==> src/hdl/rpt_pkg.sv <==
// Shared types, codes and defaults for the ready priority tracker.
package rpt_pkg;

    // Defaults for the top-level parameters
    localparam int NUM_PRIOS_DEF = 256;
    localparam int COUNT_MAX_DEF = 255;

    // Priorities the 8-bit prio field can address
    localparam int PRIO_SPAN = 256;

    // Operation codes; code 3 behaves as a query
    localparam logic [1:0] OP_INSERT = 2'd0;
    localparam logic [1:0] OP_REMOVE = 2'd1;
    localparam logic [1:0] OP_QUERY  = 2'd2;
    localparam logic [1:0] OP_SPARE  = 2'd3;

    // Status codes
    localparam logic [1:0] ST_OK    = 2'd0;
    localparam logic [1:0] ST_EMPTY = 2'd1;
    localparam logic [1:0] ST_FULL  = 2'd2;

    typedef struct packed {
        logic [1:0] op;
        logic [7:0] prio;
    } t_in_item;

    typedef struct packed {
        logic [7:0] top_prio;
        logic       any_ready;
        logic [1:0] status;
    } t_out_item;

    // Sequencer: update, three lookup levels, result hand-off
    typedef enum logic [2:0] {
        S_IDLE,
        S_EXEC,
        S_L2,
        S_L1,
        S_L0,
        S_FIN
    } t_state;

endpackage

==> src/hdl/ready_priority_tracker_top.sv <==
// Ready priority tracker: ready counts, four-level bitmap and lowest-priority lookup.
//
// Input channel (i_in_valid / o_in_ready / i_in_item) carries one op and a
// priority: insert a ready task, remove one, or query only. Each item yields
// exactly one result on the output channel (o_out_valid / i_out_ready /
// o_out_item): the lowest-numbered priority with ready tasks after the
// update, an any-ready flag and a status (ok, remove from empty, count full).
// Priorities at or above NUM_PRIOS are ignored and report ok.
// The sequencer steps through a registered count read as the item is accepted,
// the count and bitmap update, then one bitmap level per state as the single
// byte priority encoder walks from the group64 byte down through group8 to the
// leaf byte, and a final step that loads the output register. A new item is
// accepted only in the idle state, so the next item waits until the current
// one has been handed to the output register.
// The output register holds the result until taken; the next item may be
// accepted meanwhile, and its result waits in the sequencer if the receiver
// still stalls. Synchronous active-low reset clears the bitmaps, and with
// them all counts; no clearing pass is needed.
module ready_priority_tracker_top #(
    parameter int NUM_PRIOS = rpt_pkg::NUM_PRIOS_DEF,
    parameter int COUNT_MAX = rpt_pkg::COUNT_MAX_DEF
) (
    input  logic               i_clk,
    input  logic               i_rst_n,
    input  logic               i_in_valid,
    output logic               o_in_ready,
    input  rpt_pkg::t_in_item  i_in_item,
    output logic               o_out_valid,
    input  logic               i_out_ready,
    output rpt_pkg::t_out_item o_out_item
);

    localparam int DEPTH = (NUM_PRIOS < rpt_pkg::PRIO_SPAN) ? NUM_PRIOS : rpt_pkg::PRIO_SPAN;
    localparam int IDX_W = $clog2(DEPTH);
    localparam int CNT_W = $clog2(COUNT_MAX + 1);

    rpt_pkg::t_state    r_state, n_state;
    logic [1:0]         r_op;
    logic [7:0]         r_prio;
    logic [31:0][7:0]   r_leaf, n_leaf;
    logic [3:0][7:0]    r_g8, n_g8;
    logic [7:0]         r_g64, n_g64;
    logic [7:0]         r_g512, n_g512;
    logic [1:0]         r_status, n_status;
    logic [1:0]         r_g8i, n_g8i;
    logic [4:0]         r_leafi, n_leafi;
    logic [7:0]         r_top, n_top;
    logic               r_out_valid, n_out_valid;
    rpt_pkg::t_out_item r_out, n_out;

    logic               in_acc;
    logic               out_load;
    logic [CNT_W-1:0]   rd_data;
    logic [CNT_W-1:0]   wr_data;
    logic               we;
    logic [CNT_W-1:0]   cur_cnt;
    logic               in_range;
    logic [7:0]         clr_leaf;
    logic [7:0]         clr_g8;
    logic [7:0]         clr_g64;
    logic [7:0]         ffs_in;
    logic [2:0]         ffs_idx;

    assign in_acc   = i_in_valid && o_in_ready;
    assign out_load = !r_out_valid || i_out_ready;

    // Count store
    rpt_cnt_mem #(
        .DEPTH (DEPTH),
        .CNT_W (CNT_W)
    ) u_cnt_mem (
        .i_clk     (i_clk),
        .i_we      (we),
        .i_wr_addr (r_prio[IDX_W-1:0]),
        .i_wr_data (wr_data),
        .i_rd_addr (i_in_item.prio[IDX_W-1:0]),
        .o_rd_data (rd_data)
    );

    // Shared byte priority encoder
    rpt_ffs8 u_ffs (
        .i_byte (ffs_in),
        .o_idx  (ffs_idx)
    );

    // Next state
    always_comb begin
        n_state = r_state;
        unique case (r_state)
            rpt_pkg::S_IDLE: if (i_in_valid) n_state = rpt_pkg::S_EXEC;
            rpt_pkg::S_EXEC: n_state = rpt_pkg::S_L2;
            rpt_pkg::S_L2:   n_state = rpt_pkg::S_L1;
            rpt_pkg::S_L1:   n_state = rpt_pkg::S_L0;
            rpt_pkg::S_L0:   n_state = rpt_pkg::S_FIN;
            rpt_pkg::S_FIN:  if (out_load) n_state = rpt_pkg::S_IDLE;
            default:         n_state = rpt_pkg::S_IDLE;
        endcase
    end

    // Sequencer outputs: ready and encoder byte select
    always_comb begin
        o_in_ready = 1'b0;
        ffs_in     = r_g512;
        unique case (r_state)
            rpt_pkg::S_IDLE: o_in_ready = 1'b1;
            rpt_pkg::S_L2:   ffs_in = r_g64;
            rpt_pkg::S_L1:   ffs_in = r_g8[r_g8i];
            rpt_pkg::S_L0:   ffs_in = r_leaf[r_leafi];
            default:         ffs_in = r_g512;
        endcase
    end

    // Count and bitmap update; a leaf bit doubles as the count's valid bit
    assign cur_cnt  = r_leaf[r_prio[7:3]][r_prio[2:0]] ? rd_data : '0;
    assign in_range = int'(r_prio) < NUM_PRIOS;
    assign clr_leaf = r_leaf[r_prio[7:3]] & ~(8'b1 << r_prio[2:0]);
    assign clr_g8   = r_g8[r_prio[7:6]] & ~(8'b1 << r_prio[5:3]);
    assign clr_g64  = r_g64 & ~(8'b1 << {1'b0, r_prio[7:6]});

    always_comb begin
        n_leaf   = r_leaf;
        n_g8     = r_g8;
        n_g64    = r_g64;
        n_g512   = r_g512;
        n_status = r_status;
        we       = 1'b0;
        wr_data  = cur_cnt;
        if (r_state == rpt_pkg::S_EXEC) begin
            n_status = rpt_pkg::ST_OK;
            if (in_range && r_op == rpt_pkg::OP_INSERT) begin
                if (cur_cnt == CNT_W'(COUNT_MAX)) begin
                    n_status = rpt_pkg::ST_FULL;
                end else begin
                    we      = 1'b1;
                    wr_data = cur_cnt + CNT_W'(1);
                    n_leaf[r_prio[7:3]][r_prio[2:0]] = 1'b1;
                    n_g8[r_prio[7:6]][r_prio[5:3]]   = 1'b1;
                    n_g64[{1'b0, r_prio[7:6]}]        = 1'b1;
                    n_g512[0]                         = 1'b1;
                end
            end else if (in_range && r_op == rpt_pkg::OP_REMOVE) begin
                if (cur_cnt == '0) begin
                    n_status = rpt_pkg::ST_EMPTY;
                end else begin
                    we      = 1'b1;
                    wr_data = cur_cnt - CNT_W'(1);
                    // Last task gone: clear upward while bytes empty out
                    if (cur_cnt == CNT_W'(1)) begin
                        n_leaf[r_prio[7:3]] = clr_leaf;
                        if (clr_leaf == 8'd0) begin
                            n_g8[r_prio[7:6]] = clr_g8;
                            if (clr_g8 == 8'd0) begin
                                n_g64 = clr_g64;
                                if (clr_g64 == 8'd0) begin
                                    n_g512 = r_g512 & ~8'b1;
                                end
                            end
                        end
                    end
                end
            end
        end
    end

    // Lookup index accumulation, one level per cycle
    always_comb begin
        n_g8i   = r_g8i;
        n_leafi = r_leafi;
        n_top   = r_top;
        unique case (r_state)
            rpt_pkg::S_L2: n_g8i   = ffs_idx[1:0];
            rpt_pkg::S_L1: n_leafi = {r_g8i, ffs_idx};
            rpt_pkg::S_L0: n_top   = {r_leafi, ffs_idx};
            default:       n_top   = r_top;
        endcase
    end

    // Output register
    always_comb begin
        n_out_valid = r_out_valid && !i_out_ready;
        n_out       = r_out;
        if (r_state == rpt_pkg::S_FIN && out_load) begin
            n_out_valid     = 1'b1;
            n_out.any_ready = |r_g512;
            n_out.top_prio  = (|r_g512) ? r_top : 8'd0;
            n_out.status    = r_status;
        end
    end

    // Control state
    always_ff @(posedge i_clk) begin
        if (!i_rst_n) begin
            r_state     <= rpt_pkg::S_IDLE;
            r_out_valid <= 1'b0;
            r_leaf      <= '0;
            r_g8        <= '0;
            r_g64       <= '0;
            r_g512      <= '0;
        end else begin
            r_state     <= n_state;
            r_out_valid <= n_out_valid;
            r_leaf      <= n_leaf;
            r_g8        <= n_g8;
            r_g64       <= n_g64;
            r_g512      <= n_g512;
        end
    end

    // Payload registers
    always_ff @(posedge i_clk) begin
        if (in_acc) begin
            r_op   <= i_in_item.op;
            r_prio <= i_in_item.prio;
        end
        r_status <= n_status;
        r_g8i    <= n_g8i;
        r_leafi  <= n_leafi;
        r_top    <= n_top;
        r_out    <= n_out;
    end

    assign o_out_valid = r_out_valid;
    assign o_out_item  = r_out;

    // Summary levels mirror whether their children are non-empty
    a_g512_summary : assert property (@(posedge i_clk) disable iff (!i_rst_n)
        r_g512[0] == (r_g64 != 8'd0))
        else $error("group512 bit out of step with group64 byte");

    a_g64_summary : assert property (@(posedge i_clk) disable iff (!i_rst_n)
        r_g64[3:0] == {|r_g8[3], |r_g8[2], |r_g8[1], |r_g8[0]})
        else $error("group64 bits out of step with group8 bytes");

    // Nothing ready must report priority zero
    a_idle_top : assert property (@(posedge i_clk) disable iff (!i_rst_n)
        o_out_valid && !o_out_item.any_ready |-> o_out_item.top_prio == 8'd0)
        else $error("top priority non-zero with nothing ready");

    // An accepted item starts the update in the next cycle
    a_accept_exec : assert property (@(posedge i_clk) disable iff (!i_rst_n)
        in_acc |=> r_state == rpt_pkg::S_EXEC)
        else $error("accepted item did not start update");

    // Bitmaps change only during the update step
    a_bitmap_hold : assert property (@(posedge i_clk) disable iff (!i_rst_n)
        r_state != rpt_pkg::S_EXEC |=> $stable(r_leaf) && $stable(r_g8))
        else $error("bitmap changed outside update step");

endmodule

==> src/hdl/rpt_ffs8.sv <==
// Shared lowest-set-bit finder over one bitmap byte.
module rpt_ffs8 (
    input  logic [7:0] i_byte,
    output logic [2:0] o_idx
);

    // Highest bit first so the lowest set bit wins; zero byte gives index 0
    always_comb begin
        o_idx = 3'd0;
        for (int i = 7; i >= 0; i--) begin
            if (i_byte[i]) begin
                o_idx = 3'(i);
            end
        end
    end

endmodule

==> src/hdl/rpt_cnt_mem.sv <==
// Per-priority ready count store, one write and one registered read port.
module rpt_cnt_mem #(
    parameter int DEPTH = rpt_pkg::PRIO_SPAN,
    parameter int CNT_W = 8
) (
    input  logic                     i_clk,
    input  logic                     i_we,
    input  logic [$clog2(DEPTH)-1:0] i_wr_addr,
    input  logic [CNT_W-1:0]         i_wr_data,
    input  logic [$clog2(DEPTH)-1:0] i_rd_addr,
    output logic [CNT_W-1:0]         o_rd_data
);

    logic [CNT_W-1:0] r_mem [DEPTH];
    logic [CNT_W-1:0] r_rd_data;

    // Contents need no reset: a clear leaf bit marks the count as zero
    always_ff @(posedge i_clk) begin
        if (i_we) begin
            r_mem[i_wr_addr] <= i_wr_data;
        end
        r_rd_data <= r_mem[i_rd_addr];
    end

    assign o_rd_data = r_rd_data;

endmodule
==> config.mk <==
export PLATFORM = sky130hd
export DESIGN_NAME = ready_priority_tracker_top
export DESIGN_NICKNAME = d
export VERILOG_FILES = /design/src/hdl/rpt_pkg.sv /design/src/hdl/ready_priority_tracker_top.sv /design/src/hdl/rpt_ffs8.sv /design/src/hdl/rpt_cnt_mem.sv
export SDC_FILE = /design/constraint.sdc
export NUM_CORES = 2
export LEC_CHECK = 0
export ABC_AREA = 0
export BUFFER_PORTS_ARGS = -buffer_cell sky130_fd_sc_hd__buf_4
export CORE_ASPECT_RATIO = 1.4
export CORE_MARGIN = 1
export CORE_UTILIZATION = 40
export CTS_CLUSTER_DIAMETER = 200
export DETAILED_ROUTE_END_ITERATION = 10
export GPL_TIMING_DRIVEN = 0
export HOLD_SLACK_MARGIN = 0.03
export PLACE_DENSITY = 0.54
export SYNTH_ARGS = -nofsm -noshare
export SYNTH_HDL_FRONTEND = slang
export SYNTH_SLANG_ARGS = --single-unit
export TNS_END_PERCENT = 10
==> constraint.sdc <==
create_clock -name i_clk -period 17 [get_ports i_clk]
set_input_delay 2.55 -clock i_clk [delete_from_list [all_inputs] [get_ports i_clk]]
set_output_delay 2.55 -clock i_clk [all_outputs]
set_load 0.005 [all_outputs]
**Word level (Yosys, flattened, before mapping)**

Memory sizes are Yosys's and may differ from the RTL's. A register that Yosys moved wholly into a read port is not among the register bits.
Index checks and enable logic that the tools add are counted.

- Register bits: 339
- Bits in writable memories: 2048
- Input port bits: 14
- Output and inout port bits: 13
- Word-level logic and storage cells: 198
- Memories kept: 1

Memory list:

| name | depth | width | read ports | clocked after memory_dff | write ports | line | text |
|---|---|---|---|---|---|---|---|
| u_cnt_mem.r_mem | 256 | 8 | 1 | 1 | 1 | rpt_cnt_mem.sv:14 | `logic [CNT_W-1:0] r_mem [DEPTH];` |

- Add/subtract/negate cells: 2
- $lt $le $gt $ge: 12
- Equality and inequality tests: 12
- Shift-type cells: 3
- Multiplexer cells: 83
- Bitwise gates (word level): 9
- Reductions and logical operators: 27

Operators with widths:

| kind | count |
|---|---|
| 256-bit two-way mux | 5 |
| 256-bit bitwise mux | 1 |
| 256-bit bitwise OR | 1 |
| 32-bit two-way mux | 6 |
| 8-bit two-way mux | 21 |
| 8-bit binary-select mux with 5-bit select | 2 |
| 8-bit demux with 5-bit select | 2 |
| 8-bit binary-select mux with 2-bit select | 2 |
| 32-bit bitwise mux | 1 |
| 8-bit demux with 2-bit select | 2 |
| 8-bit zero test | 4 |
| 32-bit bitwise OR | 1 |
| 3-bit two-way mux | 10 |
| 8-bit AND | 3 |
| 8-bit NOT | 3 |
| 8-bit case mux with 3 select lines | 1 |
| 1-bit two-way mux | 23 |
| 3-bit case mux with 6 select lines | 1 |
| 1-bit by 3-bit left shift with 8-bit output (first input constant) | 2 |
| 5-bit by 6-bit less-than comparator with 1-bit output (second input constant) | 2 |
| 2-bit nonzero test | 5 |
| 8-bit by 1-bit adder with 8-bit output (second input constant) | 1 |
| 8-bit by 1-bit equality test with 1-bit output (second input constant) | 1 |
| 8-bit equality test (second input constant) | 1 |
| 28 further kinds | 47 |

**Depth between registers and ports, before layout**

- Word-level depth: 12
- Mapped depth: 25
- Mapped depth without buffers: 17

**Hierarchy**

From an unflattened synthesis, not the netlist that was laid out.

- Cells, all modules: 5336
- Area total of the unflattened synthesis: 96653.9 µm²

Modules (own cells, without submodules):

| module | instances | cells an instance | area each (µm²) | seq. area each (µm²) |
|---|---|---|---|---|
| rpt_cnt_mem | 1 | 3733 | 79556.3 | 61659.1 |
| ready_priority_tracker_top | 1 | 1591 | 17013.8 | 7086.8 |
| rpt_ffs8 | 1 | 12 | 83.8 | 0.0 |

**Worst setup path after synthesis**

No wires, ideal clock.

- Kind: register to register
- From: register r_prio[6]
- To: memory u_cnt_mem.r_mem[0][4], data pin
- Library setup time: 2268 ps
- Arrival time: 13762 ps
- Data required time: 14732 ps
- Slack: 970 ps
- Cell stages (with the launch flop): 19
- Path buffers: 5
- Clock period less this slack: 16030 ps
- Path through: edfxtp_1 -> clkbuf_1 -> buf_2 -> nor2_1 -> clkbuf_1 -> nand3_1 -> and4_1 -> nor3_1 -> nor2_1 -> a22o_1 -> buf_2 -> clkbuf_1 -> or2_2 -> ha_1 -> nand2_1 -> nor2_1 -> o21ai_0 -> nand3_1 -> o32ai_1

- Cells in the longest elaborated chain, start to end: 10
- Elaborated cells between the ends (all ways): 14
- Classes of those cells: add/sub: 2; eq/ne: 1; mux: 10; reduce/logical: 1

Ends and longest elaborated chain:

| element | line | text |
|---|---|---|
| from (decl) | ready_priority_tracker_top.sv:39 | `logic [7:0] r_prio;` |
| from (signal assigned) | ready_priority_tracker_top.sv:213 | `r_prio <= i_in_item.prio;` |
| 8-bit binary-select mux with 5-bit select * | ready_priority_tracker_top.sv:114 | `assign cur_cnt = r_leaf[r_prio[7:3]][r_prio[2:0]] ? rd_data : '0;` |
| 8-bit two-way mux (not written as such) * | ready_priority_tracker_top.sv:114 |  |
| 1-bit binary-select mux with 3-bit select * | ready_priority_tracker_top.sv:114 |  |
| 1-bit two-way mux (not written as such) * | ready_priority_tracker_top.sv:114 |  |
| 8-bit two-way mux * | ready_priority_tracker_top.sv:114 |  |
| 8-bit by 1-bit subtractor with 8-bit output / 8-bit zero test (equally long branches) | ready_priority_tracker_top.sv:146, ready_priority_tracker_top.sv:142 |  |
| 8-bit two-way mux | ready_priority_tracker_top.sv:142 | `if (cur_cnt == '0) begin` |
| 8-bit two-way mux | ready_priority_tracker_top.sv:141 | `end else if (in_range && r_op == rpt_pkg::OP_REMOVE) begin` |
| 8-bit two-way mux | ready_priority_tracker_top.sv:130 | `if (in_range && r_op == rpt_pkg::OP_INSERT) begin` |
| 8-bit two-way mux * | ready_priority_tracker_top.sv:128 | `if (r_state == rpt_pkg::S_EXEC) begin` |
| named net u_cnt_mem.i_wr_data[4] | rpt_cnt_mem.sv:9 | `input logic [CNT_W-1:0] i_wr_data,` |
| to (decl) | rpt_cnt_mem.sv:14 |  |

The timed path passes the listed nets; every way through them passes the cells marked *. The select of a mux whose other input is x is not followed.

**Worst setup path in the final report**

- From: register r_prio[4]
- To: memory u_cnt_mem.r_mem[47][6], enable pin

- Cells in the longest elaborated chain, start to end: 12
- Elaborated cells between the ends (all ways): 14
- Classes of those cells: eq/ne: 1; mux: 12; reduce/logical: 1

Ends and longest elaborated chain:

| element | line | text |
|---|---|---|
| 8-bit binary-select mux with 5-bit select | ready_priority_tracker_top.sv:114 |  |
| 8-bit two-way mux (not written as such) | ready_priority_tracker_top.sv:114 |  |
| 1-bit binary-select mux with 3-bit select | ready_priority_tracker_top.sv:114 |  |
| 1-bit two-way mux (not written as such) | ready_priority_tracker_top.sv:114 |  |
| 8-bit two-way mux | ready_priority_tracker_top.sv:114 |  |
| 8-bit zero test | ready_priority_tracker_top.sv:142 |  |
| 1-bit two-way mux | ready_priority_tracker_top.sv:142 |  |
| 1-bit two-way mux | ready_priority_tracker_top.sv:141 |  |
| 1-bit two-way mux | ready_priority_tracker_top.sv:130 |  |
| 1-bit two-way mux | ready_priority_tracker_top.sv:128 |  |
| 1-bit two-way mux | rpt_cnt_mem.sv:19 | `if (i_we) begin` |
| 1-bit two-way mux (not written as such) | rpt_cnt_mem.sv:20 | `r_mem[i_wr_addr] <= i_wr_data;` |

Several ways; a longest one is shown, not always the timed one. The select of a mux whose other input is x is not followed.

==> results.md <==
* P per Cell Area at 119 nW/µm²
* Antenna violations before repair at 11
* Count of final max-slew check failures at 0
* FF-to-FF End: u_cnt_mem.r_mem[47][6]
* Fin Hold WS at 0.466 ns
* Worst-case clock buffer depth at 4
* Syn. warnings at 0
* Post-synth ARST share at 0
* Most used DFF post-synth: sky130_fd_sc_hd__edfxtp_1
* DIE AREA at 245,000 µm²
* Seq/Total Area, Yosys at 0.709
* Maximum number of pins on one net before global-route repair at 82
* Synth cell types at 78
* Maximum level of the CTS H-tree at 4
* Floorplan die width at 418 µm
* Average instance area after synthesis at 19.2 µm²
* Wire length reported by the detailed router at 302,000 µm
* Type of element capturing the critical path: flip-flop
* Die outline height at 585 µm
* Crit Path Category: reg -> reg
* Via total after detailed routing at 53,287
* Routed length per instance at 34.3 µm
* WP data required at 17.50 ns
* CTS Root Buffer Type: sky130_fd_sc_hd__clkbuf_16
* Biggest fanout along the worst timing path at 10
* Cell taking the most area after synthesis: sky130_fd_sc_hd__edfxtp_1
* Arrival time of the worst setup path at 9.09 ns
* Max-cap violations at 0
* Layout filler cell count at 20,502
* Starting Density at 0.403
* Max-Slew Margin vs Limit at 0.0795
* Top cells by area, synth: sky130_fd_sc_hd__edfxtp_1, sky130_fd_sc_hd__mux4_2, sky130_fd_sc_hd__dfxtp_1
* Number of buffers inserted to repair setup after CTS at 0
* R2r setup slk at 8.41 ns
* Count of flip-flops with a built-in enable after synthesis at 2,086
* Share of Yosys cell area claimed by the top area cell type at 0.646
* Final routed DRC violation total at 0
* Vias in the first global route at 54,227
* Final RePlAce weighted congestion at 0.972
* Reg-to-reg startpoint: r_prio[4]
* Mapped Area at 97,000 µm²
* Min Clock Period, post-route at 8.59 ns
* Flip-flop and latch count after synthesis at 2,391
* IO Pins at 27
* Run status: completed
* Startpoint types: flip-flop
* Insertion delay to the later sink of the worst-skew pair at 0.91 ns
* Global-route wire length before repair at 423,000 µm
* Destination of the worst hold path: r_leafi[3]
* Standby leakage power at 33.8 nW
* Global-route usage over all layers at 0.246
* Leading cell type in the layout, fill and taps excluded: sky130_fd_sc_hd__edfxtp_1
* Min-Delay Path Class: reg -> reg
* Setup Total Neg Slack at 0 ns
* Worst clock skew on the final layout at 0.0739 ns
* Number of hold-repair buffers added at the cts stage at 0
* CTS sink cnt at 2,391
* Worst r2r path cells at 23
* Syn-to-layout area delta at 13.6%
* Delay contributed by the slowest stage of the critical path at 0.89 ns
* Transition time at the pin with the least slew margin at 1.38 ns
* Maximum clock frequency at 116 MHz
* Synthesized netlist net count at 5,076
* Tcrit/Tclk final at 0.505
* DRC marker count from the first detailed-route iteration at 6,503
* Clock tree from TritonCTS: built
* Most frequent cells in the layout: sky130_fd_sc_hd__edfxtp_1, sky130_fd_sc_hd__mux4_2, sky130_fd_sc_hd__nand2_1, sky130_fd_sc_hd__nor2_1, sky130_fd_sc_hd__dfxtp_1
* Cells resized by post-CTS repair at 0
* Count of endpoints failing hold in the final timing report at 0
* CTS buffer count at 231
* Critical path, cell by cell: buf_2 -> buf_4 -> buf_4 -> buf_4 -> mux2i_1 -> a22oi_1 -> nand3_1 -> nand4_1 -> a211oi_1 -> a22o_1 -> buf_2 -> clkbuf_1 -> or2_2 -> inv_1 -> ha_1 -> inv_1 -> or3_1 -> a221oi_1 -> a211oi_2 -> buf_2 -> nand3_1 -> clkbuf_2 -> nor2_1
* Total congestion overflow after global routing at 0
* Post-layout nets at 5,412
* Min-Delay Startpoint: r_g8i[0]
* Total half-perimeter wirelength after legalization and detailed placement at 216,000 µm
* Port Buf Inserts at 25
* Critical path's slowest cell: sky130_fd_sc_hd__nor2_1
* Worst hold path cell count at 0
* Avg Vias per Cell at 6.05
* # setup viols final at 0
* Synthesized netlist cell count at 5,058
* Maximum vdd ir drop at 0.0000835 V
* Count of TritonRoute iterations in the first routing pass at 6
* CORE AREA at 241,000 µm²
* Unrepaired setup endpoints after global routing: no
* Share of layout cells above drive strength 1 at 0.247
* Number of standard-cell rows in the floorplan at 213
* Remaining antenna violation count after routing at 0
* Post-CTS clock slew at the launch and capture registers of the worst setup and hold paths at 0.06 ns
-- synth_stat cells, types with 5 or more instances --
cell                          n
sky130_fd_sc_hd__edfxtp_1  2086
sky130_fd_sc_hd__mux4_2     789
sky130_fd_sc_hd__nand2_1    364
sky130_fd_sc_hd__nor2_1     334
sky130_fd_sc_hd__dfxtp_1    305
sky130_fd_sc_hd__o32ai_1    261
sky130_fd_sc_hd__clkbuf_1   214
sky130_fd_sc_hd__mux2i_1    100
sky130_fd_sc_hd__buf_1       71
sky130_fd_sc_hd__buf_2       66
sky130_fd_sc_hd__nand3_1     65
sky130_fd_sc_hd__a22oi_1     46
sky130_fd_sc_hd__a21oi_1     38
sky130_fd_sc_hd__o21ai_0     25
sky130_fd_sc_hd__o31ai_1     22
sky130_fd_sc_hd__a41o_1      21
sky130_fd_sc_hd__and2_1      21
sky130_fd_sc_hd__inv_1       18
sky130_fd_sc_hd__nor3_1      18
sky130_fd_sc_hd__nand2b_1    16
sky130_fd_sc_hd__nor2b_1     16
sky130_fd_sc_hd__buf_4       11
sky130_fd_sc_hd__nor4_1      10
sky130_fd_sc_hd__o211ai_1    10
sky130_fd_sc_hd__a41oi_1      9
sky130_fd_sc_hd__mux2_2       9
sky130_fd_sc_hd__and3_1       8
sky130_fd_sc_hd__nand4_1      8
sky130_fd_sc_hd__or2_2        8
sky130_fd_sc_hd__a211oi_1     7
sky130_fd_sc_hd__o22ai_1      6
sky130_fd_sc_hd__a31oi_1      5
-- stage by stage --
step            util  worst slack [ns]  power [mW]  instances  instance area (µm²)
2_1_floorplan      -             0.970        7.61       5058                97000
3_3_place_gp   0.420            -15.05        8.34       8308               101000
3_5_place_dp   0.427              8.53        8.17       8385               103000
4_1_cts        0.457              8.54        13.2       8802               110000
5_1_grt        0.457              8.25        13.4       8805               110000
6_report       0.457              8.41        13.1       8808               110000
-- cell families (layout without fill, tap and decap cells) --
group,after synthesis,after routing,share of synthesized area
flops,2391,2391,0.709
mux,899,899,0.195
simple gates,887,887,0.0384
xor+xnor,1,1,0.0000903
other cells,0,5,0
fa+ha+maj,4,4,0.000516
compound gates,490,490,0.0410
buf+inv,386,906,0.0167
-- cell type report --
| class | count | area (µm²) | share of cell area |
|---|---|---|---|
| sequential | 2391 | 68700 | 0.624 |
| multi-input combinational | 2281 | 26800 | 0.243 |
| clock buffer | 273 | 6030 | 0.0547 |
| tap | 3225 | 4040 | 0.0366 |
| timing repair buffer | 103 | 1760 | 0.0160 |
| buffer | 367 | 1580 | 0.0143 |
| clock inverter | 144 | 1220 | 0.0111 |
| inverter | 19 | 71.3 | 0.000647 |
| antenna | 5 | 12.5 | 0.000114 |
-- where the power goes --
group / internal [mW] / leakage (nW) / switching [mW] / total, mW
combinational: 0.423 / 8.73 / 0.927 / 1.35
clock: 2.80 / 3.51 / 2.26 / 5.06
sequential: 6.68 / 21.5 / 0.0117 / 6.69
total: 9.90 / 33.8 / 3.19 / 13.1
-- worst max path at each step --
stage / start / end / slack [ns] / cells past startpoint
after floorplan: r_prio[6] / u_cnt_mem.r_mem[0][4] / 0.97 / 18
after global placement: r_prio[6] / u_cnt_mem.r_mem[234][4] / -15.05 / 18
after detailed placement: r_prio[4] / u_cnt_mem.r_mem[47][1] / 8.53 / 23
after CTS: r_prio[4] / u_cnt_mem.r_mem[31][0] / 8.54 / 23
after global routing: r_prio[3] / u_cnt_mem.r_mem[23][6] / 8.25 / 22
final: r_prio[4] / u_cnt_mem.r_mem[47][6] / 8.41 / 23
-- metal layers --
| metal | vias to the layer above | routed length (µm) | GRT usage |
|---|---|---|---|
| li1 | 21805 | - | - |
| met1 | 28531 | 113000 | 0.304 |
| met2 | 2301 | 154000 | 0.428 |
| met3 | 646 | 19500 | 0.0391 |
| met4 | 4 | 15400 | 0.107 |
| met5 | - | 28 | 0 |
-- sequential cells by signal, indices dropped and copies added, names as in the netlist, 3 cells and up, named ones only --
name	flops
r_prio	8
o_out_item	11
r_g8	32
u_cnt_mem.r_mem	2048
r_leafi	5
r_state	3
r_leaf	256
r_top	8
u_cnt_mem.o_rd_data	8
-- critical path, delay by kind of cell (launching register included) --
family,cells,cell delay (ns)
buffers and inverters,10,3.19
and+or+nand+nor,6,2.73
AOI/OAI and AO/OA,5,1.30
muxes,1,0.35
DFF,1,0.31
adders and majority gates,1,0.28
No activity file was read; power rests on OpenSTA's default activity.
